## config.mk

```make
export PLATFORM = sky130hd
export DESIGN_NAME = ect_queue
export DESIGN_NICKNAME = d
export VERILOG_FILES = /design/src/sv/ect_pkg.sv /design/src/sv/ect_queue.sv
export SDC_FILE = /design/constraint.sdc
export NUM_CORES = 1
export LEC_CHECK = 0
export BUFFER_PORTS_ARGS = -buffer_cell sky130_fd_sc_hd__buf_2
export CAP_MARGIN = 20
export CELL_PAD_IN_SITES_DETAIL_PLACEMENT = 2
export CELL_PAD_IN_SITES_GLOBAL_PLACEMENT = 2
export CORE_MARGIN = 8
export CORE_UTILIZATION = 40
export DETAILED_ROUTE_END_ITERATION = 10
export PLACE_DENSITY_LB_ADDON = 0.1
export SKIP_LAST_GASP = 1
export SLEW_MARGIN = 20
export SYNTH_ARGS = -nofsm -noshare
export SYNTH_HDL_FRONTEND = slang
export SYNTH_SLANG_ARGS = --single-unit
```

## constraint.sdc

```tcl
create_clock -name i_clk -period 6.1 [get_ports i_clk]
set_clock_uncertainty 0.05 [all_clocks]
set_input_delay 1.83 -clock i_clk [delete_from_list [all_inputs] [get_ports i_clk]]
set_output_delay 1.83 -clock i_clk [all_outputs]
set_load 0.01 [all_outputs]
```

## src/sv/ect_pkg.sv

```systemverilog
// ----------------------------------------------------------------------------
// ect_pkg
// Shared types, codes and sizes of the edge coverage tracker.
// ----------------------------------------------------------------------------
package ect_pkg;

    // map sizes are powers of two, given by their address widths
    localparam int EDGE_MAP_AW      = 16;
    localparam int PATH_MAP_AW      = 16;
    localparam int EDGE_MAP_ENTRIES = 1 << EDGE_MAP_AW;
    localparam int PATH_MAP_ENTRIES = 1 << PATH_MAP_AW;

    localparam int SWEEP_ENTRIES =
        (EDGE_MAP_ENTRIES > PATH_MAP_ENTRIES) ? EDGE_MAP_ENTRIES : PATH_MAP_ENTRIES;
    localparam int SWEEP_AW = $clog2(SWEEP_ENTRIES);

    // history keeps one bit above the slot bits, since it is shifted right by one
    localparam int PREV_W = EDGE_MAP_AW + 1;

    localparam int          COUNT_W     = 8;
    localparam logic [7:0]  COUNTER_MAX = 8'd255;
    localparam int          UNIQUE_W    = 17;
    localparam logic [16:0] UNIQUE_MAX  = 17'h1FFFF;

    localparam int Q_DEPTH = 2;
    localparam int Q_AW    = $clog2(Q_DEPTH);
    localparam int Q_CNT_W = $clog2(Q_DEPTH + 1);

    typedef enum logic [1:0] {
        OP_TRACE  = 2'd0,
        OP_CLEAR  = 2'd1,
        OP_READ   = 2'd2,
        OP_UNUSED = 2'd3
    } t_op;

    typedef enum logic [1:0] {
        CFG_TRACE_EN  = 2'd0,
        CFG_PATH_EN   = 2'd1,
        CFG_WIN_START = 2'd2,
        CFG_WIN_END   = 2'd3
    } t_cfg_idx;

    typedef enum logic [1:0] {
        K_TRACE,
        K_CLEAR,
        K_READ,
        K_DROP
    } t_kind;

    typedef struct packed {
        t_kind                  kind;
        logic [EDGE_MAP_AW-1:0] edge_idx;
        logic                   path_upd;
        logic [PATH_MAP_AW-1:0] path_idx;
        logic [15:0]            slot;
        logic                   rd_ok;
    } t_cmd;

    typedef struct packed {
        logic valid;
        t_cmd cmd;
    } t_q_head;

    typedef enum logic [1:0] {
        S_INIT,
        S_IDLE,
        S_ACCESS,
        S_CLEAR
    } t_state;

endpackage

```

## src/sv/ect_queue.sv

```systemverilog
// ----------------------------------------------------------------------------
// ect_queue
// Short command queue between the classifying front and the map back end.
// ----------------------------------------------------------------------------
module ect_queue import ect_pkg::*; (
    input  logic    i_clk,
    input  logic    i_rst_n,
    input  logic    i_push,
    input  t_cmd    i_cmd,
    input  logic    i_pop,
    output logic    o_full,
    output t_q_head o_head
);

    t_cmd               r_slot [Q_DEPTH];
    logic [Q_AW-1:0]    r_wp;
    logic [Q_AW-1:0]    r_rp;
    logic [Q_CNT_W-1:0] r_count;

    logic do_push;
    logic do_pop;

    assign o_full       = (r_count == Q_CNT_W'(Q_DEPTH));
    assign o_head.valid = (r_count != '0);
    assign o_head.cmd   = r_slot[r_rp];
    assign do_push      = i_push && !o_full;
    assign do_pop       = i_pop && o_head.valid;

    always_ff @(posedge i_clk) begin
        if (do_push) begin
            r_slot[r_wp] <= i_cmd;
        end
    end

    always_ff @(posedge i_clk) begin
        if (!i_rst_n) begin
            r_wp    <= '0;
            r_rp    <= '0;
            r_count <= '0;
        end else begin
            if (do_push) begin
                r_wp <= r_wp + Q_AW'(1);
            end
            if (do_pop) begin
                r_rp <= r_rp + Q_AW'(1);
            end
            if (do_push && !do_pop) begin
                r_count <= r_count + Q_CNT_W'(1);
            end else if (do_pop && !do_push) begin
                r_count <= r_count - Q_CNT_W'(1);
            end
        end
    end

endmodule

```

==> impl_results.md <==
- Post-DRT Antenna Nets: 0
- Initial DRC Count: 66
- Final worst setup slack: 2130 ps
- Fin crit period: 3970 ps
- GRT overflow: 0
- GP Congestion: 0.699
- Diode count: 0
- Worst slew pin tran: 723 ps
- Resize count post-CTS: 0
- Startpoint Class: flip-flop
- Post-Syn Area: 3990 um2
- Initial cell density of the core: 41.0%
- Share of the synthesized area in the top cell type: 78.3%
- Sequential element share of the synthesized area: 80.8%
- P per Cell Area: 396 nW/um2
- Die H: 116 um
- Max incr delay on CP: 690 ps
- DR WL/cell: 20.1 um
- Num CTS Buffers: 9
- DRC Markers: 0
- Die width: 116 um
- Leak: 0.00181 uW
- Synth cell types: 22
- H-tree depth: 3
- Clk slew on worst S/H paths: 100 ps
- Multi-input logic area: 722 um2
- Layout fillers: 919
- IO buf count: 109
- Critical path type: flip-flop to output pin
- FF+latch count, synth: 109
- FF-to-FF End: r_slot[0][27]$_DFFE_PP_
- R2r worst-path depth: 4
- Worst Hold Class: flip-flop to flip-flop
- Max_slew headroom: 51.8%
- Sequential Area: 3220 um2
- Switching Fraction: 29.0%
- CP cell instances: buf_4 > mux2_2 > buf_2
- Vias: 2077
- Synth warn: 0
- Final setup viols: 0
- Final number of max-transition violations: 0
- CTS Sinks: 109
- Synth area leader: edfxtp_1
- # hold bufs at CTS: 0
- Root Buffer Master: clkbuf_8
- Gr usage total: 13.5%
- Crit path DAT: 2090 ps
- Worst endpoint required time: 4220 ps
- First-pass GRT wire length: 13400 um
- Fin crit share: 65.1%
- Final core occ: 50.2%
- Row Count: 36
- Worst-Skew Late Latency: 360 ps
- Flop-to-flop setup slack: 4200 ps
- Largest net degree at the start of global routing: 53
- Max Fclk: 0.252 GHz
- Worst Hold End: r_count[1]$_SDFFE_PN0P_
- CP Capture Type: output pin
- Share of cells above drive strength 1: 59.9%
- Max-Cap Viols: 0
- Synth top area cells: edfxtp_1 78%, mux2_2 15%, dfxtp_1 2.5%, buf_4 0.94%, and2_1 0.47%
- Launch point of the worst reg-to-reg path: r_count[0]$_SDFFE_PN0P_
- Worst slack at placement: 2440 ps
- Initial antenna violation count: 0
- Int Power: 1370 uW
- Post-Route WL: 8880 um
- Vias per cell: 4.70
- RSZ-0062 raised after global routing: no
- Max FO, Critical Path: 30
- HPWL after DPL: 6430 um
- Core Box Area: 9730 um2
- CTS Buffer Depth: 2
- VDD IR max: 0.242 mV
- Synthesized instance count: 187
- Final hold vios: 0
- Post-CTS setup buffer count: 0
- Area added between synthesis and finish: 22.5%
- Drt first pass iters: 4
- Sequential share of power: 51.3%
- Comb power frac: 26.2%
- Status: finished, final reports clean
- Number of global-route vias before repair: 2431
- Fin nets: 361
- # IOs: 110
- NetSw: 562 uW
- Clock power frac: 22.5%
- Worst hold stages: 2
- Hold Crit Start: r_count[1]$_SDFFE_PN0P_
- Sum Neg Setup Slack: 0 ps
- Syn Nets: 244
- Slowest cell on crit path: dfxtp_2
- DIE AREA: 13400 um2
- CTS tree: done
- Buf+Inv Stages, Crit Path: 2
- Top delay family on crit path: flip-flops
- Syn Area/Cell: 21.3 um2
[how the worst max path moves through the flow]
stage	start	endpoint	slack, ps	cells past startpoint
global route	flip-flop	o_head[15]	1950	3
floorplan	i_push	r_slot[0][0]$_DFFE_PP_	1630	2
global placement	flip-flop	o_head[15]	2480	3
CTS	flip-flop	o_head[27]	2040	3
finish	flip-flop	o_head[29]	2130	3
detailed placement	flip-flop	o_head[27]	2440	3
[per-layer routing]
layer / vias to the layer above / GRT usage (%) / routed length (um)
met3: 9 / 4.33 / 548
li1: 963 / - / -
met5: - / 0 / 0
met1: 1042 / 15.0 / 3540
met4: 0 / 4.67 / 99
met2: 63 / 23.8 / 4700
[worst min-delay path: stages, from the launching register on]
cell	delay, ps
dfxtp_1	360
o21ai_0	100
a21boi_1	60
[power groups by stage]
stage                     logic (uW)  clock network, uW  registers (uW)
final                            507                435             994
after global placement           509                  0            1000
after detailed placement         523                  0            1020
after global routing             555                474            1010
after floorplan                  341                  0             981
after CTS                        525                450             999
[registers in the layout (all words and copies together), names as in the netlist, named ones only]
signal,count
r_count,2
r_rp,1
r_wp,1
r_slot,104
[placed cells by master, fill, tap and decap left out, types with 2 or more instances in the layout]
master and count:
buf_4 3, inv_6 2, edfxtp_1 104, xnor2_1 2, mux2_2 52, clkinv_2 2, clkbuf_8 9, buf_2 109
dfxtp_1 4, and2_1 3
[final cells by class]
cell class / instances / share of cell area [%]
Tap cell: 133 / 3.41
Clock buffer: 9 / 2.54
Clock inverter: 7 / 1.51
Sequential cell: 109 / 66.0
Timing Repair Buffer: 112 / 11.6
Multi-Input combinational cell: 70 / 14.8
Inverter: 2 / 0.154
[through the flow]
stage	std cells	hold WS (ps)	total power (uW)	instance area, um2
floorplan	187	429	1320	3990
global placement	426	455	1510	4690
detailed placement	426	507	1540	4690
CTS	442	523	1970	4890
global route	442	563	2040	4890
finish	442	515	1940	4890
[Yosys cell counts]
master	instances
o21ai_1	1
inv_2	1
or3_1	1
o21ai_0	1
edfxtp_1	104
ha_1	1
buf_2	1
xnor2_1	2
o21a_1	1
dfxtp_1	5
nor3_2	1
or2_2	1
a21boi_1	1
nand2b_1	1
and3_1	1
xor2_1	1
mux2_2	52
inv_1	1
a21boi_0	1
nor2_1	1
buf_4	5
and2_1	3
[cells by family (layout without fill, tap and decap cells)]
kind of cell,after synthesis,after routing,synth area share [%]
buffers and inverters,8,130,1.25
AO/OA/AOI/OAI,5,5,0.816
adder cells (fa/ha/maj),1,1,0.314
AND/OR/NAND/NOR,9,9,1.44
multiplexers,52,52,14.7
flip-flops,109,109,80.8
XOR/XNOR,3,3,0.659
Power figures use the tool's default switching activity.
