$ cat config.mk
export PLATFORM = sky130hd
export DESIGN_NAME = ect_front
export DESIGN_NICKNAME = d
export VERILOG_FILES = /design/src/sv/ect_pkg.sv /design/src/sv/ect_front.sv
export SDC_FILE = /design/constraint.sdc
export NUM_CORES = 1
export LEC_CHECK = 0
export BUFFER_PORTS_ARGS = -buffer_cell sky130_fd_sc_hd__buf_2
export CAP_MARGIN = 0
export CELL_PAD_IN_SITES_DETAIL_PLACEMENT = 1
export CELL_PAD_IN_SITES_GLOBAL_PLACEMENT = 1
export CORE_ASPECT_RATIO = 0.6
export CORE_MARGIN = 5
export CORE_UTILIZATION = 35
export DETAILED_ROUTE_END_ITERATION = 16
export PLACE_DENSITY = 0.67
export SYNTH_ARGS = -nofsm -noshare
export SYNTH_HDL_FRONTEND = slang
export SYNTH_SLANG_ARGS = --single-unit
export TNS_END_PERCENT = 30
$ cat constraint.sdc
create_clock -name i_clk -period 4.9 [get_ports i_clk]
set_input_delay 0.98 -clock i_clk [delete_from_list [all_inputs] [get_ports i_clk]]
set_output_delay 0.98 -clock i_clk [all_outputs]
set_load 0.1 [all_outputs]
$ cat src/sv/ect_pkg.sv
// ----------------------------------------------------------------------------
// ect_pkg
// Shared types, codes and sizes of the edge coverage tracker.
// ----------------------------------------------------------------------------
package ect_pkg;

    // map sizes are powers of two, given by their address widths
    localparam int EDGE_MAP_AW      = 16;
    localparam int PATH_MAP_AW      = 16;
    localparam int EDGE_MAP_ENTRIES = 1 << EDGE_MAP_AW;
    localparam int PATH_MAP_ENTRIES = 1 << PATH_MAP_AW;

    localparam int SWEEP_ENTRIES =
        (EDGE_MAP_ENTRIES > PATH_MAP_ENTRIES) ? EDGE_MAP_ENTRIES : PATH_MAP_ENTRIES;
    localparam int SWEEP_AW = $clog2(SWEEP_ENTRIES);

    // history keeps one bit above the slot bits, since it is shifted right by one
    localparam int PREV_W = EDGE_MAP_AW + 1;

    localparam int          COUNT_W     = 8;
    localparam logic [7:0]  COUNTER_MAX = 8'd255;
    localparam int          UNIQUE_W    = 17;
    localparam logic [16:0] UNIQUE_MAX  = 17'h1FFFF;

    localparam int Q_DEPTH = 2;
    localparam int Q_AW    = $clog2(Q_DEPTH);
    localparam int Q_CNT_W = $clog2(Q_DEPTH + 1);

    typedef enum logic [1:0] {
        OP_TRACE  = 2'd0,
        OP_CLEAR  = 2'd1,
        OP_READ   = 2'd2,
        OP_UNUSED = 2'd3
    } t_op;

    typedef enum logic [1:0] {
        CFG_TRACE_EN  = 2'd0,
        CFG_PATH_EN   = 2'd1,
        CFG_WIN_START = 2'd2,
        CFG_WIN_END   = 2'd3
    } t_cfg_idx;

    typedef enum logic [1:0] {
        K_TRACE,
        K_CLEAR,
        K_READ,
        K_DROP
    } t_kind;

    typedef struct packed {
        t_kind                  kind;
        logic [EDGE_MAP_AW-1:0] edge_idx;
        logic                   path_upd;
        logic [PATH_MAP_AW-1:0] path_idx;
        logic [15:0]            slot;
        logic                   rd_ok;
    } t_cmd;

    typedef struct packed {
        logic valid;
        t_cmd cmd;
    } t_q_head;

    typedef enum logic [1:0] {
        S_INIT,
        S_IDLE,
        S_ACCESS,
        S_CLEAR
    } t_state;

endpackage

$ cat src/sv/ect_front.sv
// ----------------------------------------------------------------------------
// ect_front
// Accepts trace, clear and read items, applies the address window, forms the
// edge slot and the rolling path hash, and queues one command per item.
// ----------------------------------------------------------------------------
module ect_front import ect_pkg::*; (
    input  logic        i_clk,
    input  logic        i_rst_n,
    input  logic        i_cfg_we,
    input  logic [1:0]  i_cfg_index,
    input  logic [63:0] i_cfg_data,
    input  logic        i_push,
    input  logic [1:0]  i_operation,
    input  logic [63:0] i_program_counter,
    input  logic [15:0] i_map_index,
    input  logic        i_q_full,
    input  logic        i_hold,
    output logic        o_full,
    output logic        o_q_push,
    output t_cmd        o_q_cmd
);

    logic              r_trace_en;
    logic              r_path_en;
    logic [63:0]       r_win_start;
    logic [63:0]       r_win_end;
    logic [PREV_W-1:0] r_prev;
    logic [63:0]       r_hash;

    logic                   accept;
    logic                   in_win;
    logic                   above_start;
    logic [63:0]            loc;
    logic [EDGE_MAP_AW-1:0] edge_idx;
    logic [63:0]            hash_next;
    logic                   take_trace;
    t_op                    op;
    t_cmd                   cmd;

    assign o_full = i_q_full || i_hold;
    assign accept = i_push && !o_full;
    assign op     = t_op'(i_operation);

    always_comb begin
        in_win = (r_win_start == '0) || (r_win_end == '0) ||
                 ((i_program_counter >= r_win_start) && (i_program_counter <= r_win_end));
        above_start = (r_win_start != '0) && (i_program_counter >= r_win_start);
        loc         = above_start ? (i_program_counter - r_win_start) : i_program_counter;
        edge_idx    = r_prev[PREV_W-1:1] ^ loc[EDGE_MAP_AW-1:0];
        hash_next   = {r_hash[62:0], r_hash[63]} ^ loc;
        take_trace  = (op == OP_TRACE) && r_trace_en && in_win;
    end

    always_comb begin
        cmd.kind     = K_DROP;
        cmd.edge_idx = edge_idx;
        cmd.path_upd = 1'b0;
        cmd.path_idx = hash_next[PATH_MAP_AW-1:0];
        cmd.slot     = '0;
        cmd.rd_ok    = 1'b0;
        case (op)
            OP_TRACE: begin
                if (take_trace) begin
                    cmd.kind     = K_TRACE;
                    cmd.path_upd = r_path_en;
                    cmd.slot     = 16'(edge_idx);
                end
            end
            OP_CLEAR: begin
                cmd.kind = K_CLEAR;
            end
            OP_READ: begin
                cmd.kind     = K_READ;
                cmd.edge_idx = EDGE_MAP_AW'(i_map_index);
                cmd.slot     = i_map_index;
                cmd.rd_ok    = (32'(i_map_index) < 32'(EDGE_MAP_ENTRIES));
            end
            default: begin
                cmd.kind = K_DROP;
            end
        endcase
    end

    assign o_q_push = accept;
    assign o_q_cmd  = cmd;

    always_ff @(posedge i_clk) begin
        if (!i_rst_n) begin
            r_trace_en  <= 1'b0;
            r_path_en   <= 1'b0;
            r_win_start <= '0;
            r_win_end   <= '0;
            r_prev      <= '0;
            r_hash      <= '0;
        end else begin
            if (i_cfg_we) begin
                case (t_cfg_idx'(i_cfg_index))
                    CFG_TRACE_EN:  r_trace_en  <= i_cfg_data[0];
                    CFG_PATH_EN:   r_path_en   <= i_cfg_data[0];
                    CFG_WIN_START: r_win_start <= i_cfg_data;
                    CFG_WIN_END:   r_win_end   <= i_cfg_data;
                    default: ;
                endcase
            end
            if (accept) begin
                if (take_trace) begin
                    r_prev <= loc[PREV_W-1:0];
                    if (r_path_en) begin
                        r_hash <= hash_next;
                    end
                end else if (op == OP_CLEAR) begin
                    r_prev <= '0;
                    r_hash <= '0;
                end
            end
        end
    end

endmodule

==> results.cfg <==
[worst_setup_path]
cp.required_ns = 3.92
r2r_slack_ns = 0.17
r2r_cells = 23
end_kind = primary output
worstPathArrival_ns = 4.12
critPathSlowestCell = a211o_4
crit_family = compound AO/OA/AOI/OAI gates
reg2reg_to = r_hash[58]
reg2reg_from = r_win_start[41]
crit_type = in2out
cp_max_fo = 5
path_common_cell = buf_4
crit_chain = buf_2, ha_4, buf_4, a21o_1, a21o_1, a21oi_1, o21ai_0, a21oi_1, nor3_1, buf_4, a2111oi_4, buf_4, o21ai_4, a211o_4, buf_12, o21ai_4, buf_12
cp-start-kind = input port
max_stage_delay_ns = 0.42
cp_num_buf_inv = 6

[logic_synthesis]
synthXorXnorAreaFrac = 0.0746
synth_top_family_by_area = compound AO/OA/AOI/OAI gates
synthArstFlopShare = 0
synth_edf_count = 0
ys_seq_area_frac = 0.284
ys.flop_type = dfxtp_1
yosysWarnings = 0
synth_top_area_cell = dfxtp_1
syn_area_um2 = 14800
synth-seq-cells = 210
ys_types = 68
synth_cells = 1979
synthesis.nets = 2262
synth.most_common_cell = nand2_1
synth_common_cells = nand2_1, a21oi_1, dfxtp_1, inv_1, ha_1
synth_adder_area_share = 0.110
synthMuxAreaShare = 0.0124
avgSynthCellArea_um2 = 7.47
synth_compound_area_frac = 0.260
synthTopCellsByArea = dfxtp_1, ha_1, nand2_1
yosysTopAreaCellShare = 0.284
yosys.area_share.simple = 0.194

[grt]
grt_antenna_before_repair = 5
grt_max_degree = 147
grt_pass1_vias = 17080
grt-ovfl-total = 0
grt_pass1_wl_mm = 109
grt_use_total = 0.307

[placed_design]
pre_cts_ws_ns = -0.382
place_inst = 2952
placed_area_um2 = 19700
hpwl_mm = 58.9
gp_congestion = 0.981
portBuffers = 207

[timing]
fmax_mhz = 196
fin_crit_ns = 5.10
setup_ws_ns = -0.205
tightest_slew_ns = 1.10
relSlewSlack = 0.268
slew_violations = 0
setup_viol = 46
rsz0062_at_grt = yes
finalHoldViolations = 0
fin_worst_skew_ns = 0.0295
period_share = 1.04

[cells_and_area]
stdcell_count = 3043
final_cell_area_um2 = 22500
nNetsFinal = 2736
drive_gt1_frac = 0.327
seqCellArea_um2 = 4210
final_core_util = 0.538
nFillCells = 5003
syn_to_final_growth_pct = 52.0
multi_input_area_um2 = 11400

[power]
clkPwrFrac = 0.304
p_switching_uw = 2530
p_leak_uw = 0.00913
combPwrFrac = 0.425
peakVddDrop_v = 0.000212
p_sw_frac = 0.386
sequentialPowerShare = 0.271
p_per_area_nw_per_um2 = 292
internal_power_uw = 4030

[clocking]
cts_buffers = 24
clkTransAtPathRegs_ns = 0.06
root_buffer = clkbuf_16
clock-sinks = 210
insertion_delay_ns = 0.56
clock_path_buffers = 3
cts_tree = done
htreeDepth = 1
ctsHoldBuffers = 0

[min_path]
hold_path_depth = 2
holdPathEnd = r_win_end[11]
hp-start = r_win_end[11]
hold_class = reg2reg

[die]
die_area_um2 = 46600
dieHeight_um = 169
boundaryPins = 208
fp-row-count = 58
initial_utilization = 0.354
core-area_um2 = 41800
die_width_um = 275

[outcome]
violations = negative setup slack
status = finished, violations left

[routing]
drt-total-wl_mm = 76.0
viasPerCell = 5.66
drt-pass1-iter-count = 5
routedWlPerCell_um = 25.0
final_antenna_net_count = 0
drtIter0Drc = 1698
vias = 17209
drc = 0

[run]
cap_violations = 0
[power groups by stage]
stage                     clock network (µW)  logic (µW)  registers [µW]
after floorplan                            0        1380            1800
after global placement                     0        2400            1810
after detailed placement                   0        2460            1820
after CTS                               2020        2610            1780
after global routing                    2100        2910            1780
final                                   2000        2790            1780
[stage by stage]
stage               total power [µW]  hold WS, ns  setup TNS (ns)
finish                          6570        0.473           -4.94
global route                    6790        0.490           -8.46
CTS                             6410        0.471           -1.19
detailed placement              4280        0.463          -13.91
global placement                4220        0.459           -7.95
floorplan                       3180        0.449          -20.80
[cell usage in the layout (no fill, tap or decap), types with 41 or more instances in the layout]
master and n:
a21o_1 81, a21oi_1 220, buf_12 59, buf_2 139, buf_4 323, dfxtp_1 203
ha_1 88, inv_1 146, nand2_1 354, nand4_1 41, nor2_1 70, o21ai_0 58
xnor2_1 45, xor2_1 51
[registers in the layout (all words and copies together), names as in the netlist]
signal and count:
r_path_en 1, r_prev 16, r_hash 64, r_trace_en 1, r_win_end 64, r_win_start 64
[cell families after synthesis]
family / Yosys count
compound gates: 607
xor+xnor: 126
simple gates: 634
fa+ha+maj: 129
flops: 210
buf+inv: 255
mux: 18
[routing by layer]
metal	global-route usage	up-vias	wire length, µm
li1	-	7913	-
met1	0.479	8529	36700
met2	0.426	692	30700
met3	0.0856	71	7630
met4	0.0416	4	1020
met5	0	-	22
[worst reg2reg max path: stages (launching register included)]
cell and delay [ns]:
dfxtp_1 0.43, inv_1 0.12, ha_4 0.29, buf_6 0.09, nand4_1 0.17, buf_4 0.20, buf_4 0.12, buf_4 0.12
buf_4 0.12, buf_4 0.12, buf_4 0.13, buf_4 0.12, buf_4 0.12, buf_4 0.13, buf_4 0.13, buf_4 0.12
buf_4 0.12, buf_4 0.12, buf_4 0.14, a2111o_1 0.51, a21oi_2 0.24, mux2_4 0.32, or3_1 0.36, a32o_1 0.26
[how the worst max path moves through the flow]
stage	start	to	slack (ns)	depth (start not counted)
floorplan	i_program_counter[0]	o_q_cmd[41]	-0.83	17
global placement	i_program_counter[17]	o_q_cmd[16]	-0.25	15
detailed placement	i_program_counter[17]	o_q_cmd[4]	-0.38	15
CTS	i_program_counter[0]	o_q_cmd[45]	-0.11	18
global route	i_program_counter[0]	o_q_cmd[48]	-0.27	19
finish	i_program_counter[45]	o_q_cmd[4]	-0.20	17
[repair_timing]
item                                    4_1_cts  5_1_grt
resized for setup                           147      120
endpoints found under the setup margin       51       54
pin swaps                                    56       62
cloned                                        3        0
buffers inserted                             40       12
[layout make-up]
class / count / area share
multi-input cells: 1515 / 0.507
repair buffers: 553 / 0.210
flip-flops and latches: 210 / 0.187
well taps: 570 / 0.0317
clock buffers: 32 / 0.0294
inverters: 149 / 0.0255
clock inverters: 12 / 0.00846
diodes: 2 / 0.000223
Note: power is estimated with default switching activity, not from simulation.
